**config.mk**
```make
export PLATFORM = sky130hd
export DESIGN_NAME = terminated_frame_receiver
export DESIGN_NICKNAME = d
export VERILOG_FILES = /design/src/sv/tfr_pkg.sv /design/src/sv/tfr_ctrl.sv /design/src/sv/tfr_datapath.sv /design/src/sv/terminated_frame_receiver.sv
export SDC_FILE = /design/constraint.sdc
export NUM_CORES = 1
export LEC_CHECK = 0
export ABC_AREA = 1
export CAP_MARGIN = 20
export CORE_MARGIN = 5
export CORE_UTILIZATION = 55
export DETAILED_ROUTE_END_ITERATION = 10
export DONT_BUFFER_PORTS = 1
export PLACE_DENSITY = 0.7
export SLEW_MARGIN = 20
export SYNTH_ARGS = -nofsm -noshare
export SYNTH_HDL_FRONTEND = slang
export SYNTH_SLANG_ARGS = --single-unit
```
**constraint.sdc**
```tcl
create_clock -name clk_i -period 4.1 [get_ports clk_i]
set_input_delay 0 -clock clk_i [delete_from_list [all_inputs] [get_ports clk_i]]
set_output_delay 0 -clock clk_i [all_outputs]
set_load 0.03 [all_outputs]
```
**src/sv/tfr_pkg.sv**
```systemverilog
// ----------------------------------------------------------------------------
// Terminated frame receiver package
// Shared constants, codes and the command and status bundles that join the
// controller to the datapath.
// ----------------------------------------------------------------------------
`default_nettype none

package tfr_pkg;

  // Frame store geometry.
  localparam int BUFFER_DEPTH = 64;
  localparam int ADDR_W       = $clog2(BUFFER_DEPTH);
  localparam int LEN_W        = $clog2(BUFFER_DEPTH + 1);

  // Fixed field widths.
  localparam int BYTE_W      = 8;
  localparam int CMD_W       = 2;
  localparam int KIND_W      = 3;
  localparam int FRAME_LEN_W = 7;
  localparam int CFG_IDX_W   = 1;

  // Input item commands.
  localparam logic [CMD_W-1:0] CMD_BYTE = 2'd0;
  localparam logic [CMD_W-1:0] CMD_ARM  = 2'd1;
  localparam logic [CMD_W-1:0] CMD_TICK = 2'd2;

  // Configuration register indexes.
  localparam logic [CFG_IDX_W-1:0] CFG_ACK_TIMEOUT = 1'b0;
  localparam logic [CFG_IDX_W-1:0] CFG_TERMINATOR  = 1'b1;

  // Configuration reset values.
  localparam logic [BYTE_W-1:0] ACK_TIMEOUT_RST = 8'd10;
  localparam logic [BYTE_W-1:0] TERMINATOR_RST  = 8'hFF;

  // Frame rules.
  localparam int               ACK_FRAME_LEN = 4;
  localparam logic [BYTE_W-1:0] TIMEOUT_CODE = 8'hFF;
  localparam logic [1:0]        RUN_END      = 2'd3;

  // Result item kinds.
  typedef enum logic [KIND_W-1:0] {
    KIND_BYTE     = 3'd0,
    KIND_ACK      = 3'd1,
    KIND_TIMEOUT  = 3'd2,
    KIND_OVERFLOW = 3'd3,
    KIND_SHORT    = 3'd4
  } kind_e;

  // Commands from the controller to the datapath.
  typedef struct packed {
    logic accept;    // input item taken this cycle
    logic rd_issue;  // read the store at the replay index
    logic emit;      // load the read byte into the output register
  } ctl_cmd_t;

  // Status from the datapath to the controller.
  typedef struct packed {
    logic out_free;    // output register can take a new item this cycle
    logic needs_read;  // offered item ends a frame that needs the store read
    logic emit_last;   // the byte being emitted is the last of the frame
  } dp_status_t;

endpackage

`default_nettype wire

```
**src/sv/tfr_ctrl.sv**
```systemverilog
// ----------------------------------------------------------------------------
// Terminated frame receiver controller
// Sequences the input handshake and the read and emit steps of a replay.
// ----------------------------------------------------------------------------
`default_nettype none

module tfr_ctrl (
  input  wire logic                  clk_i,
  input  wire logic                  rst_ni,
  input  wire logic                  in_valid_i,
  output logic                       in_stall_o,
  input  wire tfr_pkg::dp_status_t   status_i,
  output tfr_pkg::ctl_cmd_t          cmd_o
);

  localparam logic [1:0] ST_IDLE = 2'd0;
  localparam logic [1:0] ST_READ = 2'd1;
  localparam logic [1:0] ST_EMIT = 2'd2;

  logic [1:0] state_q, state_d;

  // Items are taken only when idle and the output register has room for an
  // immediate result.
  assign in_stall_o = (state_q != ST_IDLE) || !status_i.out_free;

  // Next state and commands.
  always_comb begin
    state_d        = state_q;
    cmd_o.accept   = 1'b0;
    cmd_o.rd_issue = 1'b0;
    cmd_o.emit     = 1'b0;
    case (state_q)
      ST_IDLE: begin
        cmd_o.accept = in_valid_i && !in_stall_o;
        if (cmd_o.accept && status_i.needs_read) begin
          state_d = ST_READ;
        end
      end
      ST_READ: begin
        cmd_o.rd_issue = 1'b1;
        state_d        = ST_EMIT;
      end
      ST_EMIT: begin
        cmd_o.emit = status_i.out_free;
        if (cmd_o.emit) begin
          state_d = status_i.emit_last ? ST_IDLE : ST_READ;
        end
      end
      default: begin
        state_d = ST_IDLE;
      end
    endcase
  end

  // State register.
  always_ff @(posedge clk_i or negedge rst_ni) begin
    if (!rst_ni) begin
      state_q <= ST_IDLE;
    end else begin
      state_q <= state_d;
    end
  end

  // A frame needing the store always starts with a read.
  assert property (@(posedge clk_i) disable iff (!rst_ni)
    cmd_o.accept && status_i.needs_read |=> state_q == ST_READ)
    else $error("replay did not start with a read");

  // Emit is only reached from a read or while waiting to emit.
  assert property (@(posedge clk_i) disable iff (!rst_ni)
    state_q == ST_EMIT |-> $past(state_q) == ST_READ || $past(state_q) == ST_EMIT)
    else $error("emit state entered without a read");

  // A replay step never overlaps an accepted item.
  assert property (@(posedge clk_i) disable iff (!rst_ni)
    cmd_o.accept |-> !cmd_o.rd_issue && !cmd_o.emit)
    else $error("item accepted during a replay");

endmodule

`default_nettype wire

```
**src/sv/tfr_datapath.sv**
```systemverilog
// ----------------------------------------------------------------------------
// Terminated frame receiver datapath
// Frame store, frame and ack wait state, configuration and output register.
// ----------------------------------------------------------------------------
`default_nettype none

module tfr_datapath (
  input  wire logic                                    clk_i,
  input  wire logic                                    rst_ni,
  input  wire logic [tfr_pkg::CMD_W-1:0]               cmd_i,
  input  wire logic [tfr_pkg::BYTE_W-1:0]              rx_byte_i,
  input  wire logic                                    cfg_we_i,
  input  wire logic [tfr_pkg::CFG_IDX_W-1:0]           cfg_index_i,
  input  wire logic [tfr_pkg::BYTE_W-1:0]              cfg_wdata_i,
  input  wire logic                                    out_stall_i,
  output logic                                         out_valid_o,
  output logic [tfr_pkg::KIND_W-1:0]                   kind_o,
  output logic [tfr_pkg::BYTE_W-1:0]                   data_o,
  output logic [tfr_pkg::FRAME_LEN_W-1:0]              frame_length_o,
  output logic                                         last_o,
  input  wire tfr_pkg::ctl_cmd_t                       cmd_ctl_i,
  output tfr_pkg::dp_status_t                          status_o
);

  localparam int LenW   = tfr_pkg::LEN_W;
  localparam int AddrW  = tfr_pkg::ADDR_W;
  localparam int ByteW  = tfr_pkg::BYTE_W;
  localparam int FlenW  = tfr_pkg::FRAME_LEN_W;

  // Configuration registers.
  logic [ByteW-1:0] timeout_q;
  logic [ByteW-1:0] term_q;

  // Frame and ack wait state.
  logic [LenW-1:0]  wi_q, wi_d;
  logic [1:0]       run_q, run_d;
  logic             pending_q, pending_d;
  logic [ByteW-1:0] wait_q, wait_d;

  // Replay state.
  logic [LenW-1:0]  len_q, len_d;
  logic [AddrW-1:0] rd_idx_q, rd_idx_d;
  logic             ack_mode_q, ack_mode_d;

  // Frame store and its registered read port.
  logic [ByteW-1:0] store_q [tfr_pkg::BUFFER_DEPTH];
  logic [ByteW-1:0] rd_data_q;
  logic             wr_en;
  logic [AddrW-1:0] wr_addr;

  // Output register.
  logic                 out_valid_q;
  tfr_pkg::kind_e       out_kind_q;
  logic [ByteW-1:0]     out_data_q;
  logic [FlenW-1:0]     out_len_q;
  logic                 out_last_q;

  // Item decode helpers.
  logic             full;
  logic [LenW-1:0]  wi_inc;
  logic             pend_base;
  logic [1:0]       run_base;
  logic [1:0]       run_new;
  logic             frame_end;
  logic             ack_frame;
  logic             long_frame;
  logic [ByteW-1:0] wait_inc;

  // Result produced straight from an accepted item.
  logic             imm_load;
  tfr_pkg::kind_e   imm_kind;
  logic [ByteW-1:0] imm_data;
  logic [LenW-1:0]  imm_len;

  // Decode of the offered byte against the current frame state.
  always_comb begin
    full       = (wi_q == LenW'(tfr_pkg::BUFFER_DEPTH));
    wr_addr    = full ? '0 : wi_q[AddrW-1:0];
    wi_inc     = full ? LenW'(1) : wi_q + LenW'(1);
    pend_base  = pending_q && !full;
    run_base   = full ? 2'd0 : run_q;
    run_new    = (rx_byte_i == term_q) ? run_base + 2'd1 : 2'd0;
    frame_end  = (run_new == tfr_pkg::RUN_END);
    ack_frame  = (wi_inc == LenW'(tfr_pkg::ACK_FRAME_LEN)) && pend_base;
    long_frame = (wi_inc > LenW'(tfr_pkg::ACK_FRAME_LEN));
    wait_inc   = (wait_q == '1) ? wait_q : wait_q + 8'd1;
  end

  // Status towards the controller.
  assign status_o.out_free   = !out_valid_q || !out_stall_i;
  assign status_o.needs_read = (cmd_i == tfr_pkg::CMD_BYTE) && frame_end &&
                               (ack_frame || long_frame);
  assign status_o.emit_last  = ack_mode_q ||
                               ((LenW'(rd_idx_q) + LenW'(1)) == len_q);

  // Effect of an accepted item.
  always_comb begin
    wi_d       = wi_q;
    run_d      = run_q;
    pending_d  = pending_q;
    wait_d     = wait_q;
    len_d      = len_q;
    ack_mode_d = ack_mode_q;
    rd_idx_d   = rd_idx_q;
    wr_en      = 1'b0;
    imm_load   = 1'b0;
    imm_kind   = tfr_pkg::KIND_SHORT;
    imm_data   = '0;
    imm_len    = '0;
    if (cmd_ctl_i.accept) begin
      case (cmd_i)
        tfr_pkg::CMD_BYTE: begin
          wr_en     = 1'b1;
          pending_d = pend_base;
          if (frame_end) begin
            wi_d     = '0;
            run_d    = 2'd0;
            len_d    = wi_inc;
            rd_idx_d = '0;
            if (ack_frame) begin
              pending_d  = 1'b0;
              ack_mode_d = 1'b1;
            end else if (long_frame) begin
              ack_mode_d = 1'b0;
            end else begin
              imm_load = 1'b1;
              imm_kind = tfr_pkg::KIND_SHORT;
              imm_len  = wi_inc;
            end
          end else begin
            wi_d  = wi_inc;
            run_d = run_new;
            if (full) begin
              imm_load = 1'b1;
              imm_kind = tfr_pkg::KIND_OVERFLOW;
            end
          end
        end
        tfr_pkg::CMD_ARM: begin
          pending_d = 1'b1;
          wait_d    = '0;
        end
        tfr_pkg::CMD_TICK: begin
          if (pending_q) begin
            wait_d = wait_inc;
            if (wait_inc >= timeout_q) begin
              pending_d = 1'b0;
              imm_load  = 1'b1;
              imm_kind  = tfr_pkg::KIND_TIMEOUT;
              imm_data  = tfr_pkg::TIMEOUT_CODE;
            end
          end
        end
        default: begin
        end
      endcase
    end else if (cmd_ctl_i.emit && !status_o.emit_last) begin
      rd_idx_d = rd_idx_q + AddrW'(1);
    end
  end

  // Control state registers.
  always_ff @(posedge clk_i or negedge rst_ni) begin
    if (!rst_ni) begin
      timeout_q   <= tfr_pkg::ACK_TIMEOUT_RST;
      term_q      <= tfr_pkg::TERMINATOR_RST;
      wi_q        <= '0;
      run_q       <= 2'd0;
      pending_q   <= 1'b0;
      wait_q      <= '0;
      len_q       <= '0;
      rd_idx_q    <= '0;
      ack_mode_q  <= 1'b0;
      out_valid_q <= 1'b0;
    end else begin
      if (cfg_we_i) begin
        case (cfg_index_i)
          tfr_pkg::CFG_ACK_TIMEOUT: timeout_q <= cfg_wdata_i;
          tfr_pkg::CFG_TERMINATOR:  term_q    <= cfg_wdata_i;
          default: begin
          end
        endcase
      end
      wi_q        <= wi_d;
      run_q       <= run_d;
      pending_q   <= pending_d;
      wait_q      <= wait_d;
      len_q       <= len_d;
      rd_idx_q    <= rd_idx_d;
      ack_mode_q  <= ack_mode_d;
      out_valid_q <= imm_load || cmd_ctl_i.emit || (out_valid_q && out_stall_i);
    end
  end

  // Frame store: one write port, one registered read port.
  always_ff @(posedge clk_i) begin
    if (wr_en) begin
      store_q[wr_addr] <= rx_byte_i;
    end
    if (cmd_ctl_i.rd_issue) begin
      rd_data_q <= store_q[rd_idx_q];
    end
  end

  // Output payload register.
  always_ff @(posedge clk_i) begin
    if (imm_load) begin
      out_kind_q <= imm_kind;
      out_data_q <= imm_data;
      out_len_q  <= FlenW'(imm_len);
      out_last_q <= 1'b1;
    end else if (cmd_ctl_i.emit) begin
      out_kind_q <= ack_mode_q ? tfr_pkg::KIND_ACK : tfr_pkg::KIND_BYTE;
      out_data_q <= rd_data_q;
      out_len_q  <= FlenW'(len_q);
      out_last_q <= status_o.emit_last;
    end
  end

  assign out_valid_o    = out_valid_q;
  assign kind_o         = out_kind_q;
  assign data_o         = out_data_q;
  assign frame_length_o = out_len_q;
  assign last_o         = out_last_q;

  // The write index never passes the store depth.
  assert property (@(posedge clk_i) disable iff (!rst_ni)
    wi_q <= LenW'(tfr_pkg::BUFFER_DEPTH))
    else $error("write index beyond store depth");

  // A full terminator run always closes the frame, so it is never held.
  assert property (@(posedge clk_i) disable iff (!rst_ni)
    run_q != tfr_pkg::RUN_END)
    else $error("terminator run held at its end value");

  // Replay reads stay within the completed frame.
  assert property (@(posedge clk_i) disable iff (!rst_ni)
    cmd_ctl_i.rd_issue |-> LenW'(rd_idx_q) < len_q)
    else $error("replay read beyond frame length");

endmodule

`default_nettype wire

```
**src/sv/terminated_frame_receiver.sv**
```systemverilog
// ----------------------------------------------------------------------------
// Terminated frame receiver
// Latency: a result caused directly by an item is shown the cycle after it is taken.
// Flow: items are taken only while the controller is idle and the output register is
// free; a replayed frame end reads each frame byte from the store, then loads it into
// the output register, and an ack frame does so for its first byte, before more input.
// Reset: asynchronous, active low; clears control state and configuration, not the store.
// ----------------------------------------------------------------------------
`default_nettype none

module terminated_frame_receiver (
  input  wire logic                               clk_i,
  input  wire logic                               rst_ni,
  input  wire logic                               in_valid_i,
  output logic                                    in_stall_o,
  input  wire logic [tfr_pkg::CMD_W-1:0]          cmd_i,
  input  wire logic [tfr_pkg::BYTE_W-1:0]         rx_byte_i,
  output logic                                    out_valid_o,
  input  wire logic                               out_stall_i,
  output logic [tfr_pkg::KIND_W-1:0]              kind_o,
  output logic [tfr_pkg::BYTE_W-1:0]              data_o,
  output logic [tfr_pkg::FRAME_LEN_W-1:0]         frame_length_o,
  output logic                                    last_o,
  input  wire logic                               cfg_we_i,
  input  wire logic [tfr_pkg::CFG_IDX_W-1:0]      cfg_index_i,
  input  wire logic [tfr_pkg::BYTE_W-1:0]         cfg_wdata_i
);

  tfr_pkg::ctl_cmd_t   ctl_cmd;
  tfr_pkg::dp_status_t dp_status;

  // Handshake and replay sequencing.
  tfr_ctrl u_ctrl (
    .clk_i      (clk_i),
    .rst_ni     (rst_ni),
    .in_valid_i (in_valid_i),
    .in_stall_o (in_stall_o),
    .status_i   (dp_status),
    .cmd_o      (ctl_cmd)
  );

  // Store, frame state and output register.
  tfr_datapath u_datapath (
    .clk_i          (clk_i),
    .rst_ni         (rst_ni),
    .cmd_i          (cmd_i),
    .rx_byte_i      (rx_byte_i),
    .cfg_we_i       (cfg_we_i),
    .cfg_index_i    (cfg_index_i),
    .cfg_wdata_i    (cfg_wdata_i),
    .out_stall_i    (out_stall_i),
    .out_valid_o    (out_valid_o),
    .kind_o         (kind_o),
    .data_o         (data_o),
    .frame_length_o (frame_length_o),
    .last_o         (last_o),
    .cmd_ctl_i      (ctl_cmd),
    .status_o       (dp_status)
  );

endmodule

`default_nettype wire

```
; Yosys cells after proc, flatten, opt, wreduce, memory -nomap -nowiden
; Memory sizes are Yosys's and may differ from the RTL's. A register that Yosys moved wholly into a read port is not among the register bits.
; Cells that the tools add are included.
[totals]
input_bits = 24
out_inout_bits = 21
memories = 1
ramBits = 512
wordCells = 137
register_bits = 70
[classes]
eq_ne = 15
mux = 61
order_cmp = 2
add_sub_neg = 5
n_bitwise = 1
reduce_logical = 37
[mem_list]
columns = name, words, width, rd, rd_ports_with_merged_regs, write_ports, line_no
row1 = u_datapath.store_q, 64, 8, 1, 1, 1, tfr_datapath.sv:46  ; logic [ByteW-1:0] store_q [tfr_pkg::BUFFER_DEPTH];
[ops]
columns = op, count
row1 = $mux 8, 8
row2 = $mux 7, 9
row3 = $mux 6, 5
row4 = $mux 1, 22
row5 = $mux 3, 7
row6 = $pmux 8 s2, 1
row7 = $mux 2, 5
row8 = $ne 2x1->1 const B, 5
row9 = $reduce_and 2->1, 5
row10 = $reduce_bool 2->1, 5
row11 = $reduce_and 3->1, 3
row12 = $add 8x1->8 const B, 1
row13 = $eq 8x8->1, 1
row14 = $eq 8x8->1 const B, 1
row15 = $ge 8x8->1, 1
row16 = $logic_and 1x1->1, 8
row17 = $add 6x1->7 const B, 1
row18 = $add 7x1->7 const B, 1
row19 = $eq 7x3->1 const B, 1
row20 = $eq 7x7->1, 1
row21 = $eq 7x7->1 const B, 1
row22 = $gt 7x3->1 const B, 1
row23 = $add 6x1->6 const B, 1
row24 = $eq 2x2->1 const B, 3
row25 = other kinds (12), 24

; Longest topological paths before layout
; Gate-level depths: netlist (run 1).
[logic_depth]
ltp_word = 10
ltp_mapped = 21

; Modules after synthesis
; From an unflattened synthesis (run 1), not the netlist that was laid out.
[unflattened]
cells_unflattened = 2167
hier_area_um2 = 24845.1
[modules_own_cells]
columns = module, n_inst, cells_per_inst, area_each_um2
row1 = tfr_datapath, 1, 2149, 24722.5
row2 = tfr_ctrl, 1, 18, 122.6

; Worst setup path before layout (run 1)
; Ideal clock, no wire load.
[synth_timing]
kind = flip-flop to flip-flop
start = register u_datapath.wait_q[0]
end = register u_datapath.out_data_q[0] (netlist: u_datapath.data_o[0]) (enable)
stages_incl_launch_ff = 21
required_ns = 3.665
slack_ns = 0.768
setup_time_ns = 0.435
arrival_time_ns = 2.897
cell_sequence = dfrtp_1 ha_1 nand2_1 inv_1 nand3_1 nor2_1 nand2_1 inv_1 a21oi_1 inv_1 ha_1 nand2_1 inv_1 nor2_1 o21a_1 nand3_1 nand2_1 nand2_1 nand2_2 buf_2 nand3_1
[synth_between]
elab_chain_len = 8
elab_cells_between_ends = 9
cone_classes = add/sub: 1 / order compare: 1 / eq/ne: 1 / mux: 5 / reduce/logical: 1
[synth_lines]
columns = element, line_no
row1 = start: declaration, tfr_datapath.sv:38  ; logic [ByteW-1:0] wait_q, wait_d;
row2 = start signal: assignment, tfr_datapath.sv:187  ; wait_q <= wait_d;
row3 = $add 8x1->8 / $eq 8x8->1 (equally long branches), tfr_datapath.sv:86  ; wait_inc = (wait_q == '1) ? wait_q : wait_q + 8'd1;
row4 = $mux 8 *, tfr_datapath.sv:86
row5 = $ge 8x8->1 *, tfr_datapath.sv:146  ; if (wait_inc >= timeout_q) begin
row6 = $mux 1 *, tfr_datapath.sv:146
row7 = $mux 1 *, tfr_datapath.sv:144  ; if (pending_q) begin
row8 = $pmux 1 s2 *, tfr_datapath.sv:111  ; case (cmd_i)
row9 = $mux 1 *, tfr_datapath.sv:110  ; if (cmd_ctl_i.accept) begin
row10 = $reduce_bool 2->1 (no line) *, -
row11 = end signal: assignment, tfr_datapath.sv:209  ; out_data_q <= imm_data;
row12 = end signal: assignment, tfr_datapath.sv:214  ; out_data_q <= rd_data_q;
row13 = end: declaration, tfr_datapath.sv:54  ; logic [ByteW-1:0] out_data_q;
; Mark *: on every way between the ends. The rest lies on a longest branch, timed or not.
; A chain may end at the register's enable or synchronous reset.

; Final worst setup path (run 1)
[layout_timing]
start = register u_datapath.wait_q[0]
end = register u_datapath.out_len_q[5] (netlist: u_datapath.frame_length_o[5]) (enable)
[layout_between]
elab_chain_len = 8
elab_cells_between_ends = 9
cone_classes = add/sub: 1 / order compare: 1 / eq/ne: 1 / mux: 5 / reduce/logical: 1
[layout_lines]
columns = element, line_no
row1 = $add 8x1->8 / $eq 8x8->1 (equally long branches), tfr_datapath.sv:86
row2 = $mux 8 *, tfr_datapath.sv:86
row3 = $ge 8x8->1 *, tfr_datapath.sv:146
row4 = $mux 1 *, tfr_datapath.sv:146
row5 = $mux 1 *, tfr_datapath.sv:144
row6 = $pmux 1 s2 *, tfr_datapath.sv:111
row7 = $mux 1 *, tfr_datapath.sv:110
row8 = $reduce_bool 2->1 (no line) *, -
row9 = end signal: assignment, tfr_datapath.sv:210  ; out_len_q <= FlenW'(imm_len);
row10 = end signal: assignment, tfr_datapath.sv:215  ; out_len_q <= FlenW'(len_q);
row11 = end: declaration, tfr_datapath.sv:55  ; logic [FlenW-1:0] out_len_q;
; Marks and branches as above.

==> metrics.log, run 1 <==
INFO  metric dieWidth = approximately 220 um
INFO  metric post_cts_resize_count = 0
INFO  metric grtUsageTotal = 25.2%
INFO  metric timing.final.setup_violations = 0
INFO  metric crit_family = simple AND/OR/NAND/NOR gates
INFO  metric fin_area = between 20000 and 30000 um^2
INFO  metric cell_internal_pwr = roughly 10000 uW
INFO  metric clockPowerShare = 41.8%
INFO  metric worst_skew_pair.late_latency = 0.63 ns
INFO  metric htreeDepth = 2
INFO  metric layout-drive-gt1-share = 7.97%
INFO  metric cellLeakagePower = approximately 0.01 uW
INFO  metric postSynthRegisterBits = a little under 600
INFO  metric crit_required = approximately 4.4 ns
INFO  metric synth-seq-area-share = roughly 70%
INFO  metric cts_hold_repair.buffers = 45
INFO  metric placer_congestion = ~0.95
INFO  metric core_region_area = 45100 um^2
INFO  metric cts_root_buffer = sky130_fd_sc_hd__clkbuf_16
INFO  metric deepest_clock_path_buffer_count = 3
INFO  metric holdPathStages = 4
INFO  metric reg2reg_depth = 19
INFO  metric timing_max_transition_violations_final = 0
INFO  metric max_freq = a little under 0.3 GHz
INFO  metric number_of_hold_violations_in_the_final_report = 0
INFO  metric cts.clk_slew.worst_paths = roughly 0.060 ns
INFO  metric initialDrtViolationCount = roughly 2100
INFO  metric route.vias.total = around 17000
INFO  metric placed_area = between 20000 and 30000 um^2
INFO  metric ant_nets = 0
INFO  metric filler_cell_count = approximately 3500
INFO  metric postCtsSetupRepairBufs = 0
INFO  metric grt_util_met3 = under 10%
INFO  metric timing.final.crit_share = about 83%
INFO  metric final_net_count = between 2000 and 2500
INFO  metric grt-busiest-layer = met2
INFO  metric fin_cells = 2859
INFO  metric syn_area_per_cell = approximately 11 um^2
INFO  metric layout-area-overhead-vs-synth = 12.1%
INFO  metric synthesis.nets = ~2200
INFO  metric maximum_number_of_pins_on_one_net_before_global_route_repair = between 200 and 300
INFO  metric layout.cells.most_common = sky130_fd_sc_hd__edfxtp_1
INFO  metric worstMarginPinSlew = between 1 and 1.5 ns
INFO  metric gr-usage-met2 = approximately 40%
INFO  metric start_kind = flip-flop
INFO  metric floorplan.initialDensity = a little under three fifths
INFO  metric regArea = between 15000 and 20000 um^2
INFO  metric fp.dieArea = slightly below 50000 um^2
INFO  metric timing.slew.headroom = between 20 and 30%
INFO  metric setup_tns = 0 ns
INFO  metric grt_first_pass_wirelength = between 90000 and 100000 um
INFO  metric timing.final.ws_setup = ~0.7 ns
INFO  metric slowest_delay = 0.40 ns
INFO  metric synth.top_cell.area_share = between 60% and 70%
INFO  metric result_of_the_run = finished, final reports clean
INFO  metric route.detailed.vias_per_inst = 5.97
INFO  metric synth_fa_ha_area_share = less than 1%
INFO  metric peak_ir_drop_on_the_vdd_network = between 300 and 400 uV
INFO  metric power_density = between 400 and 500 nW/um^2
INFO  metric critical_path.slowest_cell = sky130_fd_sc_hd__nand3_1
INFO  metric p_switching = 3040 uW
INFO  metric synth.distinct_cells = 41
INFO  metric drtPass1Iterations = 6
INFO  metric critical_path.most_common_cell = sky130_fd_sc_hd__nand2_1
INFO  metric cts_made_buffers = 57
INFO  metric post_synth_inst_count = 2200
INFO  metric dp.final_hpwl = between 30000 and 40000 um
INFO  metric postRouteWirelength = about 64000 um
INFO  metric antenna_found_initial = 1
INFO  metric main_combinational_cell_family_by_area_after_synthesis = simple AND/OR/NAND/NOR gates
INFO  metric placementRows = 78
INFO  metric proportion_of_power_drawn_by_combinational_gates = about 6.7%
INFO  metric globalRoute.totalOverflow = 0
INFO  metric hold_path.class = primary input to flip-flop
INFO  metric crit_path_max_fanout = 10
INFO  metric synth.area.mux_share = 0%
INFO  metric setup.worst_path.end_class = flip-flop
INFO  metric synth_xor_xnor_area_share = less than 1%
INFO  metric clock_skew = around 0.025 ns
INFO  metric io_buffers = 0
INFO  metric placed_cells = between 2000 and 3000
INFO  metric io_pins = 45
INFO  metric synth_largest_area_cell = sky130_fd_sc_hd__edfxtp_1
INFO  metric grt_pass1_vias = around 17000
INFO  metric multi_input_logic_area = about 6500 um^2
INFO  metric die_h = between 200 and 250 um
INFO  metric post_synth_instance_area = 24900 um^2
INFO  metric buffers_and_inverters_on_the_worst_path = 4
INFO  metric cts_tree = done
INFO  metric drc_violations = 0
INFO  metric grt_setup_unrepaired = no
INFO  metric critPathArrivalTime = 3.72 ns
INFO  metric synth_compound_gate_area_share = a little under a tenth
INFO  metric cts_num_sinks = around 600
INFO  metric synth_simple_gate_area_share = 15.6%
INFO  metric crit_cells = 19
INFO  metric timing.critical_path.cells = ha_1, nand2_1, inv_1, nand3_1, nor2_1, nand2_1, inv_1, a21oi_1, inv_1, ha_1, nand2_1, nor2_1, nand4_1, nand3_1, nand2_1, nand2_1, nand2_2, nand3_1, buf_4
INFO  metric layout_common_cells = sky130_fd_sc_hd__edfxtp_1, sky130_fd_sc_hd__nor2_1, sky130_fd_sc_hd__nand2_1, sky130_fd_sc_hd__o21ai_0, sky130_fd_sc_hd__nand3_1
INFO  metric dp_worst_setup_slack = 0.739 ns
INFO  metric routed_wire_length_per_instance = between 20 and 25 um
INFO  metric synth-warning-count = 0
INFO  metric sequentialPowerShare = between 50% and 60%
INFO  metric netSwitchingFraction = 23.2%
INFO  metric grt_use_met1 = 35.8%
INFO  metric timing.final.crit_period = about 3.4 ns
INFO  metric worstSetupPathType = flip-flop to flip-flop
INFO  metric maxCapViolations = 0
INFO  metric synthTopCellsByArea = sky130_fd_sc_hd__edfxtp_1, sky130_fd_sc_hd__nor2_1, sky130_fd_sc_hd__o21ai_0
## layout make-up
cell class                      instances  area share (%)
Antenna cell                            1         0.00896
Tap cell                              600            2.69
Inverter                               99            1.37
Multi-Input combinational cell       1394            23.3
Clock inverter                         43            1.65
Clock buffer                           65            5.44
Sequential cell                       590            62.6
Timing Repair Buffer                   67            2.94
## power by group through the flow
stage	clock network [uW]	registers, uW	logic [uW]
after floorplan	0	6840	435
after global placement	0	6860	659
after detailed placement	0	6870	662
after CTS	5530	6740	860
after global routing	5790	6750	941
final	5480	6750	885
## stage by stage
step	power [uW]	hold WS, ns	utilization (%)
global placement	7520	-0.294	56.2
detailed placement	7530	-0.295	56.2
finish	13100	0.0417	61.9
floorplan	7280	-0.296	-
global route	13500	0.0959	61.9
CTS	13100	0.0202	61.9
## worst min-delay path, delay by kind of cell
| family | cells | cell delay [ns] |
|---|---|---|
| AOI/OAI and AO/OA | 2 | 0.36 |
| adders and majority gates | 1 | 0.19 |
| and+or+nand+nor | 1 | 0.06 |
## registers in the layout, indices dropped and copies added (netlist names)
name and cells:
u_datapath.rd_data_q 8, u_datapath.last_o 1, u_datapath.out_valid_o 1, u_datapath.kind_o 3, u_datapath.wait_q 8, u_datapath.ack_mode_q 1
u_datapath.data_o 8, u_ctrl.state_q 2, u_datapath.store_q 512, u_datapath.pending_q 1, u_datapath.len_q 7, u_datapath.run_q 2
u_datapath.wi_q 7, u_datapath.frame_length_o 7, u_datapath.rd_idx_q 6, u_datapath.timeout_q 8, u_datapath.term_q 8
## cell usage after synthesis (all sizes together)
master	instances
clkbuf	51
or2	1
nand3	150
and2	1
dfxtp	1
nor2	441
o21ai	315
dfstp	10
xor2	5
o21a	1
edfxtp	538
o211ai	24
nand4	10
inv	97
o21bai	2
dfrtp	41
nand3b	1
buf	66
clkinv	2
o22ai	83
nor3	1
ha	16
nand2	329
a21oi	10
xnor2	4
## path summary, 6_finish.rpt
path                       slack (ns)                                      to                                start
max                              0.70  u_datapath.frame_length_o[5]$_DFFE_PP_     u_datapath.wait_q[0]$_DFFE_PN0P_
min reg2reg                      0.51     u_datapath.timeout_q[3]$_DFFE_PN1P_  u_datapath.timeout_q[3]$_DFFE_PN1P_
max reg2reg                      0.70  u_datapath.frame_length_o[5]$_DFFE_PP_     u_datapath.wait_q[0]$_DFFE_PN0P_
min in group asynchronous        0.61        u_datapath.term_q[0]$_DFFE_PN1P_                               rst_ni
max in group asynchronous        3.23      u_datapath.rd_idx_q[0]$_DFFE_PN0P_                               rst_ni
min                              0.04        u_datapath.wait_q[3]$_DFFE_PN0P_                             cmd_i[0]
## layer usage
metal,vias up,wire length [um]
met5,-,13
met4,2,2020
met3,134,5450
met2,866,30400
met1,8306,25900
li1,7774,-
## kinds of logic after synthesis
family,Yosys count
simple gates,934
flops,590
compound gates,435
buf+inv,216
fa+ha+maj,16
xor+xnor,9
(Power assumes the default switching activity.)
==> inputs of run 2 (changes only) <==
==> constraint.sdc (replaced) <==
create_clock -name clk_i -period 3.4 [get_ports clk_i]
set_input_delay 0 -clock clk_i [delete_from_list [all_inputs] [get_ports clk_i]]
set_output_delay 0 -clock clk_i [all_outputs]
set_load 0.03 [all_outputs]
==> run 2 against run 1 <==
Sequential power up 20%. Via count increased by 0.14%. Die area is the same. Clock power rose by 22%. Register-to-register slack lost 0.38 ns. Maximum frequency grew 10%. Flip-flop and latch count stayed put. Highest routed layer unchanged.
==> metrics.log, run 2 (synthesis results as in run 1) <==
INFO  metric dp_worst_setup_slack = approximately 0.37 ns
INFO  metric cellLeakagePower = ~0.010 uW
INFO  metric reg2reg_setup_slack = 0.32 ns
INFO  metric floorplan.initialDensity = between 50% and 60%
INFO  metric reg2reg_depth = 19
INFO  metric highest_layer = met5
INFO  metric power_density = between 500 and 600 nW/um^2
INFO  metric globalRoute.totalOverflow = 0
INFO  metric route.vias.total = ~17000
INFO  metric hold_path.class = primary input to flip-flop
INFO  metric die_h = 223 um
INFO  metric crit_path_max_fanout = 17
INFO  metric max_freq = roughly 0.33 GHz
INFO  metric grt_pass1_vias = 16600
INFO  metric timing.rr.end = u_datapath.frame_length_o[3]$_DFFE_PP_
INFO  metric crit_path_end = u_datapath.frame_length_o[3]$_DFFE_PP_
INFO  metric detail_route.wirelength.met1 = 25100 um
INFO  metric worstSetupPathType = flip-flop to flip-flop
INFO  metric dieWidth = 223 um
INFO  metric timing.slew.headroom = between 40% and 50%
INFO  metric grt_setup_unrepaired = no
INFO  metric drtPass1Iterations = 5
INFO  metric largest_register_ff_count = 512
INFO  metric cts_root_buffer = sky130_fd_sc_hd__clkbuf_16
INFO  metric timing.final.setup_violations = 0
INFO  metric placer_congestion = about 0.9
INFO  metric filler_cell_count = 3418
INFO  metric timing.hold.ws = 0.0386 ns
INFO  metric critPathArrivalTime = between 3 and 4 ns
INFO  metric start_kind = flip-flop
INFO  metric route.detailed.vias_per_inst = approximately 5.9
INFO  metric timing.final.crit_period = 3.08 ns
INFO  metric maxCapViolations = 0
INFO  metric io_pins = 45
INFO  metric setup.worst_path.end_class = flip-flop
INFO  metric cts.clk_slew.worst_paths = roughly 0.060 ns
INFO  metric cts_tree = done
INFO  metric clock_skew = approximately 0.023 ns
INFO  metric number_of_hold_violations_in_the_final_report = 0
INFO  metric layout.cells.most_common = sky130_fd_sc_hd__edfxtp_1
INFO  metric worstReg2RegStart = u_datapath.wait_q[0]$_DFFE_PN0P_
INFO  metric dp.final_hpwl = 35400 um
INFO  metric timing.final.ws_setup = between 0.3 and 0.4 ns
INFO  metric crit_required = about 3.9 ns
INFO  metric met3_length = about 5000 um
INFO  metric layout_common_cells = sky130_fd_sc_hd__edfxtp_1, sky130_fd_sc_hd__nor2_1, sky130_fd_sc_hd__nand2_1, sky130_fd_sc_hd__o21ai_0, sky130_fd_sc_hd__nand3_1
INFO  metric core_region_area = between 40000 and 50000 um^2
INFO  metric ant_nets = 0
INFO  metric slowest_delay = ~0.35 ns
INFO  metric timing.final.crit_share = around nine tenths
INFO  metric cp-startpoint = u_datapath.wait_q[0]$_DFFE_PN0P_
INFO  metric grt_first_pass_wirelength = ~94000 um
INFO  metric final_net_count = around 2300
INFO  metric placementRows = 78
INFO  metric holdCritStartpoint = cmd_i[0]
INFO  metric layout-drive-gt1-share = under 10%
INFO  metric regMostFlops = u_datapath.store_q
INFO  metric cts_num_sinks = about 600
INFO  metric htreeDepth = 2
INFO  metric critical_path.slowest_cell = sky130_fd_sc_hd__dfrtp_1
INFO  metric worstMarginPinSlew = approximately 0.90 ns
INFO  metric timing_max_transition_violations_final = 0
INFO  metric critical_path.most_common_cell = sky130_fd_sc_hd__nand2_1
INFO  metric routed_wire_length_per_instance = 20.9 um
INFO  metric drc_violations = 0
INFO  metric timing.critical_path.cells = ha_1, nand2_1, inv_1, nand3_1, nor2_1, nand2_2, nand2_1, xor2_1, inv_1, ha_1, a21oi_1, o21a_1, nand3_1, nand2_1, nand2_1, nand2_2, buf_4, nand2_1, nor2_1
INFO  metric fp.dieArea = 49700 um^2
INFO  metric postRouteWirelength = 60900 um
INFO  metric maximum_number_of_pins_on_one_net_before_global_route_repair = 153
INFO  metric cts_made_buffers = between 50 and 60
INFO  metric worst_skew_pair.late_latency = between 0.6 and 0.7 ns
INFO  metric peak_ir_drop_on_the_vdd_network = 414 uV
INFO  metric grtUsageTotal = a little under a quarter
INFO  metric setup_tns = 0 ns
INFO  metric routed-wl-met2 = about 29000 um
INFO  metric layout-area-overhead-vs-synth = 14.0%
INFO  metric result_of_the_run = finished, final reports clean
INFO  metric antenna_found_initial = 1
INFO  metric io_buffers = 0
INFO  metric deepest_clock_path_buffer_count = 3
INFO  metric initialDrtViolationCount = between 1500 and 2000
INFO  metric postCtsSetupRepairBufs = 0
INFO  metric antennaDiodeCount = 0
[run 2: changes by cell type in the layout (fill, tap and decap cells not counted), moves of 2 or more]
cell	change
sky130_fd_sc_hd__clkinv_2	-8
sky130_fd_sc_hd__buf_12	+4
sky130_fd_sc_hd__bufinv_16	+2
sky130_fd_sc_hd__clkbuf_8	+4
sky130_fd_sc_hd__clkbuf_4	+3
sky130_fd_sc_hd__buf_4	+51
sky130_fd_sc_hd__clkinv_1	-5
sky130_fd_sc_hd__clkinv_4	-2
sky130_fd_sc_hd__clkbuf_1	+5
sky130_fd_sc_hd__inv_4	-3
[run 2: routing by layer]
layer / up-vias / track usage, %
met2: 747 / 39.2
met4: 2 / 7.19
met1: 8370 / 33.5
li1: 7875 / -
met5: - / 0
met3: 112 / 4.14
[run 2: area by class of cell]
| type | count | area [um^2] | area share (%) |
|---|---|---|---|
| Timing Repair Buffer | 122 | 1280 | 4.52 |
| Sequential cell | 590 | 17500 | 61.5 |
| Inverter | 99 | 382 | 1.34 |
| Clock buffer | 77 | 1620 | 5.69 |
| Tap cell | 600 | 751 | 2.64 |
| Clock inverter | 25 | 389 | 1.37 |
| Multi-Input combinational cell | 1394 | 6520 | 23.0 |
[run 2: repair_timing]
item                                   in CTS  in global routing
endpoints found under the hold margin     609                  0
hold buffers                               45                  0
gates resized for setup                     0                  2
setup endpoints to repair                   0                  1
[run 2: critical path, delay by kind of cell (launching register included)]
| kind | cells | cell delay (ns) |
|---|---|---|
| AO/OA/AOI/OAI | 2 | 0.27 |
| XOR/XNOR | 1 | 0.18 |
| adder cells (fa/ha/maj) | 2 | 0.48 |
| buffers and inverters | 3 | 0.38 |
| flip-flops | 1 | 0.35 |
| AND/OR/NAND/NOR | 11 | 1.25 |
[run 2: stage by stage]
step	instance area [um^2]	instances	power (uW)	util, %
after global placement	25800	2760	9050	57.2
after detailed placement	25800	2760	9070	57.2
after global routing	28400	2907	16300	63.0
after floorplan	24900	2200	8770	-
final	28400	2907	15900	63.0
after CTS	28400	2907	15900	63.0
[run 2: where the power goes]
group | switching, uW | leakage (uW) | internal [uW]
clock network | 2630 | 0.000974 | 4080
logic | 725 | 0.00396 | 296
registers | 97.9 | 0.00548 | 8030
[run 2: how the worst min path moves through the flow]
stage                                                to  slack, ns  cells after the start
finish                 u_datapath.wait_q[0]$_DFFE_PN0P_       0.04                      4
global route           u_datapath.term_q[3]$_DFFE_PN1P_       0.12                      3
CTS                    u_datapath.wait_q[0]$_DFFE_PN0P_       0.02                      4
detailed placement  u_datapath.timeout_q[5]$_DFFE_PN0P_      -0.29                      0
global placement    u_datapath.timeout_q[5]$_DFFE_PN0P_      -0.29                      0
floorplan                 u_ctrl.state_q[0]$_DFFE_PN0P_      -0.30                      0
==> inputs of run 3 (changes only) <==
--- a/config.mk
+++ b/config.mk
@@ -12,6 +12,7 @@
 export DETAILED_ROUTE_END_ITERATION = 10
 export DONT_BUFFER_PORTS = 1
 export PLACE_DENSITY = 0.7
+export REMOVE_ABC_BUFFERS = 1
 export SLEW_MARGIN = 20
 export SYNTH_ARGS = -nofsm -noshare
 export SYNTH_HDL_FRONTEND = slang
==> run 3 against run 2 <==
Clock power is 6.4% lower. First-iteration DRC count rose by 16%. Critical path depth down 11. Die area unchanged. Sequential share of layout area is 0.22 points higher. Critical endpoint is now u_datapath.store_q[48][5]$_DFFE_PP_.
==> metrics.log, run 3 (synthesis results as in run 1) <==
INFO  metric drtPass1Iterations = 6
INFO  metric utilization = between 60% and 70%
INFO  metric p_switching = ~3500 uW
INFO  metric placed_area = 25800 um^2
INFO  metric floorplan.initialDensity = approximately 55%
INFO  metric detail_route.wirelength.met1 = between 20000 and 25000 um
INFO  metric route.vias.total = approximately 17000
INFO  metric cts_num_sinks = around 600
INFO  metric clockPowerShare = between 40% and 50%
INFO  metric grtUsageTotal = 23.9%
INFO  metric crit_required = approximately 3.7 ns
INFO  metric critical_path.slowest_cell = sky130_fd_sc_hd__nor2_1
INFO  metric dp.final_hpwl = 34700 um
INFO  metric setup_tns = 0 ns
INFO  metric timing.final.ws_setup = 0.262 ns
INFO  metric route.detailed.vias_per_inst = just under 6
INFO  metric filler_cell_count = ~3400
INFO  metric dieWidth = between 200 and 250 um
INFO  metric deepest_clock_path_buffer_count = 3
INFO  metric peak_ir_drop_on_the_vdd_network = between 500 and 600 uV
INFO  metric timing.slew.headroom = 46.8%
INFO  metric result_of_the_run = finished, final reports clean
INFO  metric layout-area-overhead-vs-synth = 13.6%
INFO  metric cts_tree = done
INFO  metric fin_area = 28300 um^2
INFO  metric power_density = approximately 540 nW/um^2
INFO  metric timing.critical_path.cells = inv_1, ha_1, nand3_2, nor2_2, nor2_1, inv_1, nand3_1, nor2_1
INFO  metric clock_skew = around 0.024 ns
INFO  metric worst_skew_pair.late_latency = roughly 0.62 ns
INFO  metric cellLeakagePower = between 0.01 and 0.015 uW
INFO  metric core_region_area = about 45000 um^2
INFO  metric regMostFlops = u_datapath.store_q
INFO  metric holdPathEnd = u_datapath.wait_q[7]$_DFFE_PN0P_
INFO  metric netSwitchingFraction = a little under a quarter
INFO  metric met3_length = 4360 um
INFO  metric io_buffers = 0
INFO  metric placementRows = between 70 and 80
INFO  metric multi_input_logic_area = approximately 6500 um^2
INFO  metric initialDrtViolationCount = 1908
INFO  metric cell_internal_pwr = between 10000 and 15000 uW
INFO  metric number_of_hold_violations_in_the_final_report = 0
INFO  metric placer_congestion = between 0.9 and 1
INFO  metric antenna_found_initial = 2
INFO  metric start_kind = flip-flop
INFO  metric crit_path_max_fanout = 8
INFO  metric timing.rr.end = u_datapath.store_q[48][5]$_DFFE_PP_
INFO  metric sequentialPowerShare = 52.8%
INFO  metric layout.cells.most_common = sky130_fd_sc_hd__edfxtp_1
INFO  metric critPathArrivalTime = 3.39 ns
INFO  metric cts_root_buffer = sky130_fd_sc_hd__clkbuf_16
INFO  metric max_freq = ~0.32 GHz
INFO  metric worstMarginPinSlew = 0.797 ns
INFO  metric fp.dieArea = just under 50000 um^2
INFO  metric worstReg2RegStart = u_datapath.wi_q[0]$_DFFE_PN0P_
INFO  metric maximum_number_of_pins_on_one_net_before_global_route_repair = 97
INFO  metric holdCritStartpoint = cmd_i[0]
INFO  metric io_pins = 45
INFO  metric highest_layer = met4
INFO  metric postCtsSetupRepairBufs = 0
INFO  metric layout_common_cells = sky130_fd_sc_hd__edfxtp_1, sky130_fd_sc_hd__nor2_1, sky130_fd_sc_hd__nand2_1, sky130_fd_sc_hd__o21ai_0, sky130_fd_sc_hd__nand3_1
INFO  metric layout-drive-gt1-share = approximately a tenth
INFO  metric grt_pass1_vias = about 17000
INFO  metric maxCapViolations = 0
INFO  metric slowest_delay = around 0.77 ns
INFO  metric largest_register_ff_count = roughly 510
INFO  metric buffers_and_inverters_on_the_worst_path = 2
INFO  metric dp_worst_setup_slack = around 0.26 ns
INFO  metric grt_first_pass_wirelength = around 93000 um
INFO  metric routed-wl-met2 = ~30000 um
INFO  metric routed_wire_length_per_instance = 20.7 um
INFO  metric die_h = 223 um
INFO  metric timing_max_transition_violations_final = 0
INFO  metric reg2reg_setup_slack = around 0.26 ns
INFO  metric postRouteWirelength = 60400 um
INFO  metric cts_made_buffers = 58
INFO  metric timing.final.crit_share = 92.3%
INFO  metric worstSetupPathType = flip-flop to flip-flop
INFO  metric drc_violations = 0
INFO  metric globalRoute.totalOverflow = 0
INFO  metric proportion_of_power_drawn_by_combinational_gates = 6.4%
INFO  metric cts.clk_slew.worst_paths = 0.06 ns
INFO  metric htreeDepth = 2
INFO  metric holdPathStages = 4
INFO  metric timing.final.setup_violations = 0
INFO  metric timing.final.crit_period = between 3 and 4 ns
INFO  metric crit_family = simple AND/OR/NAND/NOR gates
INFO  metric setup.worst_path.end_class = flip-flop
INFO  metric ant_nets = 0
INFO  metric regArea = about 17000 um^2
INFO  metric timing.hold.ws = just under 0.05 ns
INFO  metric hold_path.class = primary input to flip-flop
INFO  metric final_net_count = approximately 2300
INFO  metric reg2reg_depth = 8
[run 3: cell count changes in the layout (fill, tap and decap cells not counted), moves of 3 or more]
cell and delta:
sky130_fd_sc_hd__clkbuf_4 -3, sky130_fd_sc_hd__clkinv_2 +6, sky130_fd_sc_hd__bufinv_16 -6, sky130_fd_sc_hd__clkinvlp_4 +3, sky130_fd_sc_hd__clkinv_1 +3
[run 3: area by class of cell]
| class | instances | area share [%] |
|---|---|---|
| Clock inverter | 33 | 1.05 |
| Sequential cell | 590 | 61.7 |
| Clock buffer | 74 | 5.55 |
| Antenna cell | 1 | 0.00884 |
| Inverter | 99 | 1.35 |
| Timing Repair Buffer | 122 | 4.63 |
| Tap cell | 600 | 2.65 |
| Multi-Input combinational cell | 1394 | 23.1 |
[run 3: per-layer routing]
layer | up-vias | track usage, %
li1 | 7883 | -
met5 | - | 0
met3 | 114 | 4.28
met4 | 0 | 6.60
met1 | 8333 | 32.8
met2 | 644 | 39.9
[run 3: worst reg2reg max path: stages (launching register included)]
cell,delay (ns)
sky130_fd_sc_hd__dfrtp_1,0.45
sky130_fd_sc_hd__inv_1,0.17
sky130_fd_sc_hd__ha_1,0.19
sky130_fd_sc_hd__nand3_2,0.10
sky130_fd_sc_hd__nor2_2,0.26
sky130_fd_sc_hd__nor2_1,0.14
sky130_fd_sc_hd__inv_1,0.13
sky130_fd_sc_hd__nand3_1,0.58
sky130_fd_sc_hd__nor2_1,0.77
[run 3: through the flow]
stage               instances  total power [uW]
floorplan                2083              8760
global placement         2761              9020
detailed placement       2761              9050
CTS                      2912             15400
global route             2913             15900
finish                   2913             15400
[run 3: repair_timing]
action,in CTS,in global routing
gates resized for setup,0,4
hold buffers,44,0
endpoints found under the setup margin,0,30
hold endpoints to repair,612,0
[run 3: power groups by stage]
stage / clock [uW] / sequential (uW) / combinational [uW]
after floorplan: 0 / 8260 / 494
after global placement: 0 / 8270 / 747
after detailed placement: 0 / 8280 / 764
after CTS: 6340 / 8130 / 976
after global routing: 6650 / 8140 / 1080
final: 6270 / 8130 / 992
[run 3: how the worst max path moves through the flow]
stage,start,end,slack (ns),depth (start not counted)
floorplan,u_datapath.rd_idx_q[0]$_DFFE_PN0P_,u_datapath.rd_data_q[0]$_DFFE_PN_,-3.80,9
global placement,u_datapath.wait_q[0]$_DFFE_PN0P_,u_datapath.data_o[3]$_DFFE_PP_,0.37,19
detailed placement,u_datapath.wait_q[1]$_DFFE_PN0P_,u_datapath.data_o[1]$_DFFE_PP_,0.26,19
CTS,u_datapath.wait_q[1]$_DFFE_PN0P_,u_datapath.frame_length_o[3]$_DFFE_PP_,0.25,19
global route,u_datapath.wait_q[1]$_DFFE_PN0P_,u_datapath.frame_length_o[4]$_DFFE_PP_,-0.04,20
finish,u_datapath.wi_q[0]$_DFFE_PN0P_,u_datapath.store_q[48][5]$_DFFE_PP_,0.26,8
